File: src/sv/pfm_pkg.sv
package pfm_pkg;

	// Field and register widths.
	localparam int unsigned TIME_W   = 32;
	localparam int unsigned COUNT_W  = 32;
	localparam int unsigned UNIT_W   = 12;
	localparam int unsigned KEEP_W   = 16;
	localparam int unsigned CFG_W    = 16;
	localparam int unsigned CFG_IDX_W = 1;
	localparam int unsigned RATE_W   = 32;

	// Scale factor from seconds to milliseconds.
	localparam int unsigned RATE_SCALE = 1000;
	localparam int unsigned SCALE_W    = 10;

	// Scaled unit (unit * 1000) and full numerator widths.
	localparam int unsigned MPLIER_W = UNIT_W + SCALE_W;
	localparam int unsigned NUM_W    = MPLIER_W + COUNT_W;

	// Serial step counts: one multiplier bit, then one quotient bit, per cycle.
	localparam int unsigned MUL_STEPS = MPLIER_W;
	localparam int unsigned DIV_STEPS = NUM_W;
	localparam int unsigned STEP_W    = $clog2(DIV_STEPS);

	// Register indexes on the configuration port.
	localparam logic [CFG_IDX_W-1:0] CFG_UNIT_SECONDS = 1'b0;
	localparam logic [CFG_IDX_W-1:0] CFG_KEEPOUT_MS   = 1'b1;

	// Item opcodes.
	localparam logic OP_SAMPLE = 1'b0;
	localparam logic OP_REPORT = 1'b1;

	// Reset values.
	localparam logic [UNIT_W-1:0] UNIT_RESET    = 12'd1;
	localparam logic [KEEP_W-1:0] KEEPOUT_RESET = 16'd10;
	localparam logic              LEVEL_RESET   = 1'b1;

endpackage

File: src/sv/pulse_frequency_meter.sv
// Channel   Direction  Signals                                       Handshake
// -------   ---------  --------------------------------------------  ---------------
// in        input      opcode, now_ms, pin_level, report_taken       in_valid/in_ready
// out       output     rate                                          out_valid/out_ready
// cfg       input      cfg_idx, cfg_data                             cfg_we, no wait
//
// A pin sample, or a report without enough data, is done in the cycle it is accepted.
// A report with enough data loads its word into the output register after the serial math
// (22 multiplier steps, 54 divider steps, then the load once the output register is free).
// Input is refused from the acceptance of such a report until its word is loaded; a word
// still waiting in the output register stalls the block only at the end of the next report.
// Reset is asynchronous and gives the count zero, both edge times zero and the level high.
module pulse_frequency_meter (
	input  logic                              clk,
	input  logic                              arst_n,
	input  logic                              cfg_we,
	input  logic [pfm_pkg::CFG_IDX_W-1:0]     cfg_idx,
	input  logic [pfm_pkg::CFG_W-1:0]         cfg_data,
	input  logic                              in_valid,
	output logic                              in_ready,
	input  logic                              opcode,
	input  logic [pfm_pkg::TIME_W-1:0]        now_ms,
	input  logic                              pin_level,
	input  logic                              report_taken,
	output logic                              out_valid,
	input  logic                              out_ready,
	output logic [pfm_pkg::RATE_W-1:0]        rate
);

	localparam int unsigned MPLIER_W = pfm_pkg::MPLIER_W;
	localparam int unsigned NUM_W    = pfm_pkg::NUM_W;
	localparam int unsigned COUNT_W  = pfm_pkg::COUNT_W;
	localparam int unsigned TIME_W   = pfm_pkg::TIME_W;
	localparam int unsigned RATE_W   = pfm_pkg::RATE_W;
	localparam int unsigned STEP_W   = pfm_pkg::STEP_W;

	typedef enum logic [3:0] {
		S_IDLE = 4'b0001,
		S_MUL  = 4'b0010,
		S_DIV  = 4'b0100,
		S_OUT  = 4'b1000
	} state_t;

	state_t state_q;

	// Configuration registers.
	logic [pfm_pkg::UNIT_W-1:0] unit_q;
	logic [pfm_pkg::KEEP_W-1:0] keepout_q;

	// Edge tracking state.
	logic                 level_q;
	logic [COUNT_W-1:0]   count_q;
	logic [TIME_W-1:0]    first_q;
	logic [TIME_W-1:0]    last_q;

	// Serial arithmetic registers.
	logic [NUM_W-1:0]     work_q;
	logic [COUNT_W-1:0]   mcand_q;
	logic [TIME_W-1:0]    span_q;
	logic [TIME_W-1:0]    rem_q;
	logic [RATE_W-1:0]    quot_q;
	logic                 sticky_q;
	logic [STEP_W-1:0]    step_q;

	// Output register.
	logic                 out_valid_q;
	logic [RATE_W-1:0]    rate_q;

	logic                 in_fire;
	logic [TIME_W-1:0]    since_last;
	logic                 sample_edge;
	logic [TIME_W-1:0]    span_now;
	logic                 report_ok;
	logic [MPLIER_W-1:0]  scaled_unit;
	logic [COUNT_W:0]     mul_sum;
	logic [TIME_W:0]      div_trial;
	logic [TIME_W:0]      div_diff;
	logic                 div_ge;
	logic                 out_free;

	assign in_ready  = (state_q == S_IDLE);
	assign in_fire   = in_valid && in_ready;
	assign out_valid = out_valid_q;
	assign rate      = rate_q;
	assign out_free  = !out_valid_q || out_ready;

	// Sample path: keepout test on the wrapping time since the last counted edge.
	assign since_last  = now_ms - last_q;
	assign sample_edge = (since_last > TIME_W'(keepout_q)) && (pin_level != level_q);

	// Report path: enough data means count_q is above one and the span is nonzero.
	assign span_now    = last_q - first_q;
	assign report_ok   = (count_q > COUNT_W'(1)) && (span_now != '0);
	assign scaled_unit = MPLIER_W'(unit_q) * MPLIER_W'(pfm_pkg::RATE_SCALE);

	// Shift-add multiplier step: add the count when the low multiplier bit is set.
	assign mul_sum = {1'b0, work_q[NUM_W-1:MPLIER_W]}
		+ (work_q[0] ? {1'b0, mcand_q} : '0);

	// Restoring divider step: bring in the next numerator bit and try the subtract.
	// The remainder stays below the span, so a borrow out of the top bit means too small.
	assign div_trial = {rem_q, work_q[NUM_W-1]};
	assign div_diff  = div_trial - {1'b0, span_q};
	assign div_ge    = !div_diff[TIME_W];

	// Configuration writes.
	always_ff @(posedge clk or negedge arst_n) begin
		if (!arst_n) begin
			unit_q    <= pfm_pkg::UNIT_RESET;
			keepout_q <= pfm_pkg::KEEPOUT_RESET;
		end else if (cfg_we) begin
			unique case (cfg_idx)
				pfm_pkg::CFG_UNIT_SECONDS: unit_q    <= cfg_data[pfm_pkg::UNIT_W-1:0];
				pfm_pkg::CFG_KEEPOUT_MS:   keepout_q <= cfg_data[pfm_pkg::KEEP_W-1:0];
				default: ;
			endcase
		end
	end

	// Edge tracking and the report sequencer.
	always_ff @(posedge clk or negedge arst_n) begin
		if (!arst_n) begin
			state_q     <= S_IDLE;
			level_q     <= pfm_pkg::LEVEL_RESET;
			count_q     <= '0;
			first_q     <= '0;
			last_q      <= '0;
			step_q      <= '0;
			out_valid_q <= 1'b0;
		end else begin
			// The output word stays until it is taken; a finished report loads a new one.
			if (state_q == S_OUT && out_free) begin
				out_valid_q <= 1'b1;
			end else if (out_ready) begin
				out_valid_q <= 1'b0;
			end
			unique case (state_q)
				S_IDLE: begin
					if (in_fire && opcode == pfm_pkg::OP_SAMPLE && sample_edge) begin
						level_q <= pin_level;
						if (pin_level) begin
							last_q <= now_ms;
							if (count_q == '0) begin
								first_q <= now_ms;
							end
							if (count_q != '1) begin
								count_q <= count_q + COUNT_W'(1);
							end
						end
					end else if (in_fire && opcode == pfm_pkg::OP_REPORT && report_ok) begin
						if (report_taken) begin
							count_q <= '0;
						end
						step_q  <= '0;
						state_q <= S_MUL;
					end
				end
				S_MUL: begin
					if (step_q == STEP_W'(pfm_pkg::MUL_STEPS - 1)) begin
						step_q  <= '0;
						state_q <= S_DIV;
					end else begin
						step_q <= step_q + STEP_W'(1);
					end
				end
				S_DIV: begin
					if (step_q == STEP_W'(pfm_pkg::DIV_STEPS - 1)) begin
						state_q <= S_OUT;
					end else begin
						step_q <= step_q + STEP_W'(1);
					end
				end
				S_OUT: begin
					if (out_free) begin
						state_q <= S_IDLE;
					end
				end
				default: state_q <= S_IDLE;
			endcase
		end
	end

	// Datapath of the serial multiplier and divider, and the output word.
	always_ff @(posedge clk) begin
		case (state_q)
			S_IDLE: begin
				work_q   <= {{COUNT_W{1'b0}}, scaled_unit};
				mcand_q  <= count_q;
				span_q   <= span_now;
				rem_q    <= '0;
				quot_q   <= '0;
				sticky_q <= 1'b0;
			end
			S_MUL: begin
				work_q <= {mul_sum, work_q[MPLIER_W-1:1]};
			end
			S_DIV: begin
				work_q   <= {work_q[NUM_W-2:0], 1'b0};
				rem_q    <= div_ge ? div_diff[TIME_W-1:0] : div_trial[TIME_W-1:0];
				quot_q   <= {quot_q[RATE_W-2:0], div_ge};
				sticky_q <= sticky_q | quot_q[RATE_W-1];
			end
			S_OUT: begin
				if (out_free) begin
					rate_q <= sticky_q ? '1 : quot_q;
				end
			end
			default: ;
		endcase
	end

endmodule
File: config.mk
export PLATFORM = sky130hd
export DESIGN_NAME = pulse_frequency_meter
export DESIGN_NICKNAME = d
export VERILOG_FILES = /design/src/sv/pfm_pkg.sv /design/src/sv/pulse_frequency_meter.sv
export SDC_FILE = /design/constraint.sdc
export NUM_CORES = 1
export LEC_CHECK = 0
export ABC_AREA = 1
export BUFFER_PORTS_ARGS = -buffer_cell sky130_fd_sc_hd__buf_2
export CORE_UTILIZATION = 58
export CTS_CLUSTER_DIAMETER = 80
export DETAILED_ROUTE_END_ITERATION = 8
export PLACE_DENSITY_LB_ADDON = 0.12
export RECOVER_POWER = 50
export SYNTH_ARGS = -nofsm -noshare
export SYNTH_HDL_FRONTEND = slang
export SYNTH_SLANG_ARGS = --single-unit
File: constraint.sdc
create_clock -name clk -period 5.86 [get_ports clk]
set_input_delay 0.586 -clock clk [delete_from_list [all_inputs] [get_ports clk]]
set_output_delay 0.586 -clock clk [all_outputs]
set_load 0.005 [all_outputs]
== Yosys cells after proc, flatten, opt, wreduce, memory -nomap -nowiden ==
Cells that the tools add are included.
W data, S select, Z words.
Storage, ports and cells
  bits in registers: 351
  output and inout bits: 34
  logic and storage cells: 95
Operators by class
  $add $sub $neg: 6
  $mul: 1
  $lt $le $gt $ge: 2
  equal/unequal tests: 16
  muxes and demuxes: 24
  bitwise logic cells: 3
  reductions and logical operators: 27
Operators with widths (number)
  $mux W32: 7
  $pmux W54 S3: 1
  $pmux W32 S2: 2
  $sub A32 B32 Y32: 2
  $add A32 B32 Y33: 1
  $sub A33 B32 Y33: 1
  $add A32 B1 Y32 const B: 1
  $gt A32 B1 Y1 const B: 1
  $gt A32 B16 Y1: 1
  $logic_not A32 Y1: 1
  $ne A32 B32 Y1 const B: 1
  $reduce_bool A32 Y1: 1
  $mux W6: 4
  $mux W4: 5
  $mul A12 B7 Y19 const B: 1
  $pmux W6 S3: 1
  $pmux W4 S4: 1
  $ne A2 B2 Y1 const B: 6
  $reduce_and A5 Y1: 2
  $logic_and A1 B1 Y1: 8
  $reduce_and A2 Y1: 4
  $reduce_and A4 Y1: 2
  $reduce_bool A2 Y1: 4
  $add A6 B1 Y6 const B: 1
  16 further kinds: 20

== Depth between registers and ports, before layout ==
  depth in word-level cells: 7
  depth in mapped cells: 29
  depth with buffers taken out: 28

== Worst setup path before layout ==
OpenSTA, ideal clock, no wires.
  kind: reg2reg
  start: reg unit_q[0] (netlist name)
  end: reg work_q[18], data pin
  setup time: 0.259 ns
  arrival: 4.168 ns
  required time: 5.601 ns
  slack: 1.434 ns
  cell stages (with the launch flop): 20
  buffers on the path: 0
  cell sequence: dfstp_2 -> fa_1 -> fa_1 -> inv_1 -> fa_1 -> inv_1 -> fa_1 -> ha_1 -> a21oi_1 -> nand2_1 -> nand2_1 -> nand2_1 -> a21oi_1 -> nor2_1 -> nor2_1 -> o21bai_1 -> a21boi_0 -> o21ai_0 -> nor2_1 -> o21bai_1
Between the ends
  cells in the longest elaborated chain, start to end: 2
Ends and longest elaborated chain
  start: declaration: RTL line pulse_frequency_meter.sv:47  | logic [pfm_pkg::UNIT_W-1:0] unit_q;
  start signal: assignment: RTL line pulse_frequency_meter.sv:109  | unit_q <= pfm_pkg::UNIT_RESET;
  start signal: assignment: RTL line pulse_frequency_meter.sv:113  | pfm_pkg::CFG_UNIT_SECONDS: unit_q <= cfg_data[pfm_pkg::UNIT_W-1:0];
  $mul A12 B7 Y19: RTL line pulse_frequency_meter.sv:94  | assign scaled_unit = MPLIER_W'(unit_q) * MPLIER_W'(pfm_pkg::RATE_SCALE);
  $pmux W54 S3: RTL line pulse_frequency_meter.sv:185  | case (state_q)
  end signal: assignment: RTL line pulse_frequency_meter.sv:187  | work_q <= {{COUNT_W{1'b0}}, scaled_unit};
  end signal: assignment: RTL line pulse_frequency_meter.sv:195  | work_q <= {mul_sum, work_q[MPLIER_W-1:1]};
  end signal: assignment: RTL line pulse_frequency_meter.sv:198  | work_q <= {work_q[NUM_W-2:0], 1'b0};
  end: declaration: RTL line pulse_frequency_meter.sv:57  | logic [NUM_W-1:0] work_q;
No other way between the ends.
A chain may end at the register's enable or synchronous reset.

== Worst setup path after layout ==
  start: reg state_q[0]
  end: out in_ready
Between the ends
  cells in the longest elaborated chain, start to end: 1
Ends and longest elaborated chain
  start: declaration: RTL line pulse_frequency_meter.sv:44  | state_t state_q;
  start signal: assignment: RTL line pulse_frequency_meter.sv:123  | state_q <= S_IDLE;
  start signal: assignment: RTL line pulse_frequency_meter.sv:155  | state_q <= S_MUL;
  start signal: assignment: RTL line pulse_frequency_meter.sv:161  | state_q <= S_DIV;
  $eq A4 B1 Y1: RTL line pulse_frequency_meter.sv:81  | assign in_ready = (state_q == S_IDLE);
  end: declaration: RTL line pulse_frequency_meter.sv:20  | output logic in_ready,
No other way between the ends.

==> summary.json <==
{
  "worst_setup_path": {
    "setup.worst_path.start_class": "flop",
    "rr_endpoint": "work_q[18]$_DFFE_PP_",
    "timing.critical_path.slowest_stage_cell": "clkbuf_1",
    "r2r.worst_path.cells": 19,
    "crit_cells": 4,
    "worst_ep_arrival_time_ns": 4.33,
    "worst-endpoint-required_ns": 5.27,
    "timing.critical_path.cells": "nand3_1 > inv_1 > clkbuf_1 > buf_2",
    "timing_worst_setup_path_type": "flop to output pin",
    "dominant_delay_contributor_by_cell_family_on_the_critical_path": "buffers and inverters",
    "worst_setup_path_end_kind": "output pin",
    "crit_buf_inv": 3,
    "worstPathMaxFanout": 65,
    "crit_end": "in_ready",
    "r2r_setup_slack_ns": 1.15,
    "critical_path_s_largest_stage_delay_ns": 2.30,
    "crit-reg2reg-launch": "unit_q[0]$_DFFE_PN1P_",
    "worst_setup_path_startpoint": "state_q[0]$_DFFE_PN1P_"
  },
  "global_route": {
    "grt_pass1_wl_um": 108000,
    "largest_net_degree_at_the_start_of_global_routing": 74,
    "antenna_found_initial": 0,
    "groute.usage.overall": 0.299,
    "first_global_vias": 21300,
    "gr-total-overflow": 0
  },
  "placement": {
    "place.detailed.hpwl_um": 51900,
    "numPortBuffers": 90,
    "placement.cell_area_sq_um": 26900,
    "gp_congestion": 0.977
  },
  "synthesis": {
    "synth_seq_area_share": 0.381,
    "synth_nets": 3731,
    "synth.lib_cells_used.distinct": 52,
    "postSynthRegisterBits": 351,
    "ys.flop_type": "edfxtp_1",
    "syn_inst": 3440,
    "async_reset_ff_frac": 0.387,
    "synthesis.yosys.warnings": 0,
    "synth_top_cells_by_area": "edfxtp_1 25%, nand2_1 15%, dfrtp_1 13%",
    "yosysTopAreaCellShare": 0.249,
    "syn-mean-instance-area_sq_um": 7.53,
    "netlist_area_pre_place_sq_um": 25900,
    "number_of_enable_type_register_cells_in_the_synthesized_netlist": 215,
    "synth_largest_area_cell": "edfxtp_1"
  },
  "timing": {
    "slew_headroom": -1.80,
    "tightestPinTransition_ns": 4.21,
    "fmax_mhz": 204,
    "timing.final.crit_period_ns": 4.91,
    "timing.setup.tns_ns": 0,
    "fin_worst_skew_ns": 0.0288,
    "hold_viol_final": 0,
    "hold_slack_ns": 0.276,
    "setup_viol": 0,
    "rsz0062_at_grt": "no",
    "final-max-slew-violation-count": 302,
    "fin_crit_sh": 0.838
  },
  "floorplan": {
    "fp.dieArea_sq_um": 45500,
    "design.portCount": 91,
    "floorplan.die.height_um": 213,
    "initial_core_utilization": 0.587,
    "row_count": 77,
    "die_w_um": 213,
    "core_region_area_sq_um": 44100
  },
  "routing": {
    "route.antenna.remaining_nets": 0,
    "routed_wire_length_per_instance_um": 16.0,
    "drt-initial-drc-count": 1755,
    "drt-pass1-iter-count": 6,
    "post-route-drc-count": 0,
    "drt-total-wl_um": 66500,
    "via_count": 22200,
    "vias_per_cell": 5.36
  },
  "power_and_ir_drop": {
    "pwr_density_cell_nw_per_um2": 599,
    "totalPowerFinal_mw": 16.9,
    "ir_worst_vdd_mv": 0.341,
    "leakagePower_nw": 14.5
  },
  "finish": {
    "num_antenna_cells": 0,
    "final_cell_mix": "1017 x nand2_1, 648 x inv_1, 278 x nor2_1, 215 x edfxtp_1, 192 x ha_1",
    "drive_gt1_frac": 0.0582,
    "num-nets-final": 3814,
    "postLayoutCoreUtil": 0.640,
    "ff_latch_area_sq_um": 9870,
    "area_growth_from_synthesis_to_layout_pct": 9.06,
    "multi_input_area_sq_um": 13300,
    "fill_cells": 4025,
    "post-route-cell-area_sq_um": 28300,
    "layout_commonest_cell": "nand2_1"
  },
  "hold_path": {
    "min-delay-path-class": "primary input to flop"
  },
  "clock_network": {
    "clock-root-buffer": "clkbuf_16",
    "tritoncts.num_buffers": 42,
    "clkSlewWorstSetupHoldPaths_ns": 0.06,
    "clk_path_buf_depth": 3,
    "cts-resized-gates": 0,
    "cts_num_sinks": 351,
    "cts-htree-levels": 2,
    "worst_skew_pair.late_latency_ns": 0.59,
    "cts_hold_buffers": 0,
    "tritoncts": "built",
    "cts_setup_buffers": 0
  },
  "status": {
    "violations": "capacitance limit, slew limit",
    "run_status": "finished, violations left"
  },
  "job": {
    "maxCapViolations": 5
  }
}
stage by stage:
step	cells	setup slack, ns
2_1_floorplan	3440	1.43
3_3_place_gp	4071	1.19
3_5_place_dp	4071	1.10
4_1_cts	4146	1.15
5_1_grt	4146	0.491
6_report	4146	0.949
tightest hold or removal path: stages:
cell,delay (ns)
buf_2,0.11
inv_1,0.07
o21ai_2,0.06
cell usage after synthesis, types with 15 or more instances:
master,number
clkbuf_1,39
o21ai_2,31
nand4_1,57
xor2_1,62
ha_1,192
nand2_1,1019
nor3_1,35
dfrtp_1,131
nand3_1,114
o21ai_0,165
nor4_1,22
edfxtp_1,215
inv_1,648
fa_1,42
nor2_1,279
xnor2_1,42
a21oi_1,179
o221ai_1,15
worst min-delay path by stage:
stage                                 start  slack, ns                 endpoint  depth (start not counted)
floorplan                            arst_n       0.29   count_q[0]$_DFFE_PN0P_                          0
global placement    first_q[16]$_DFFE_PN0P_       0.47  first_q[16]$_DFFE_PN0P_                          2
detailed placement      level_q$_DFFE_PN1P_       0.47      level_q$_DFFE_PN1P_                          2
CTS                                  arst_n       0.03    step_q[1]$_DFFE_PN0P_                          1
global route                     now_ms[31]       0.27  first_q[31]$_DFFE_PN0P_                          3
finish                           now_ms[31]       0.28  first_q[31]$_DFFE_PN0P_                          3
report_power, final:
group	internal, mW	switching [mW]
combinational	3.38	6.40
sequential	4.01	0.516
clock	1.52	1.11
total	8.91	8.02
layer usage:
layer | track usage | wire length (um) | up-vias | share of wire
met5 | 0 | 0 | - | 0
met4 | 0.0941 | 2050 | 0 | 0.031
met3 | 0.0482 | 4120 | 119 | 0.062
met2 | 0.485 | 30300 | 649 | 0.46
met1 | 0.410 | 30000 | 10300 | 0.45
li1 | - | - | 11200 | -
area by class of cell:
cell class,count,share of cell area
clock inverter,20,0.00810
clock buffer,55,0.0414
timing repair buffer,107,0.0192
sequential,351,0.349
inverter,654,0.0869
multi-input combinational,2367,0.469
tap,592,0.0262
sequential cells by signal, indices dropped and copies added (netlist names):
register / flops
rate: 32
quot_q: 32
span_q: 32
sticky_q: 1
mcand_q: 32
count_q: 32
out_valid: 1
rem_q: 32
state_q: 4
unit_q: 12
work_q: 54
level_q: 1
step_q: 6
keepout_q: 16
last_q: 32
first_q: 32
kinds of logic (layout without fill, tap and decap cells):
| kind of cell | Yosys count | in the layout | share of synthesized area |
|---|---|---|---|
| adders and majority gates | 234 | 234 | 0.125 |
| AOI/OAI and AO/OA | 465 | 465 | 0.104 |
| DFF | 351 | 351 | 0.381 |
| and+or+nand+nor | 1564 | 1564 | 0.247 |
| xor gates and xnor gates | 104 | 104 | 0.0352 |
| buffers and inverters | 722 | 836 | 0.108 |
Note: power is estimated with default switching activity, not from simulation.
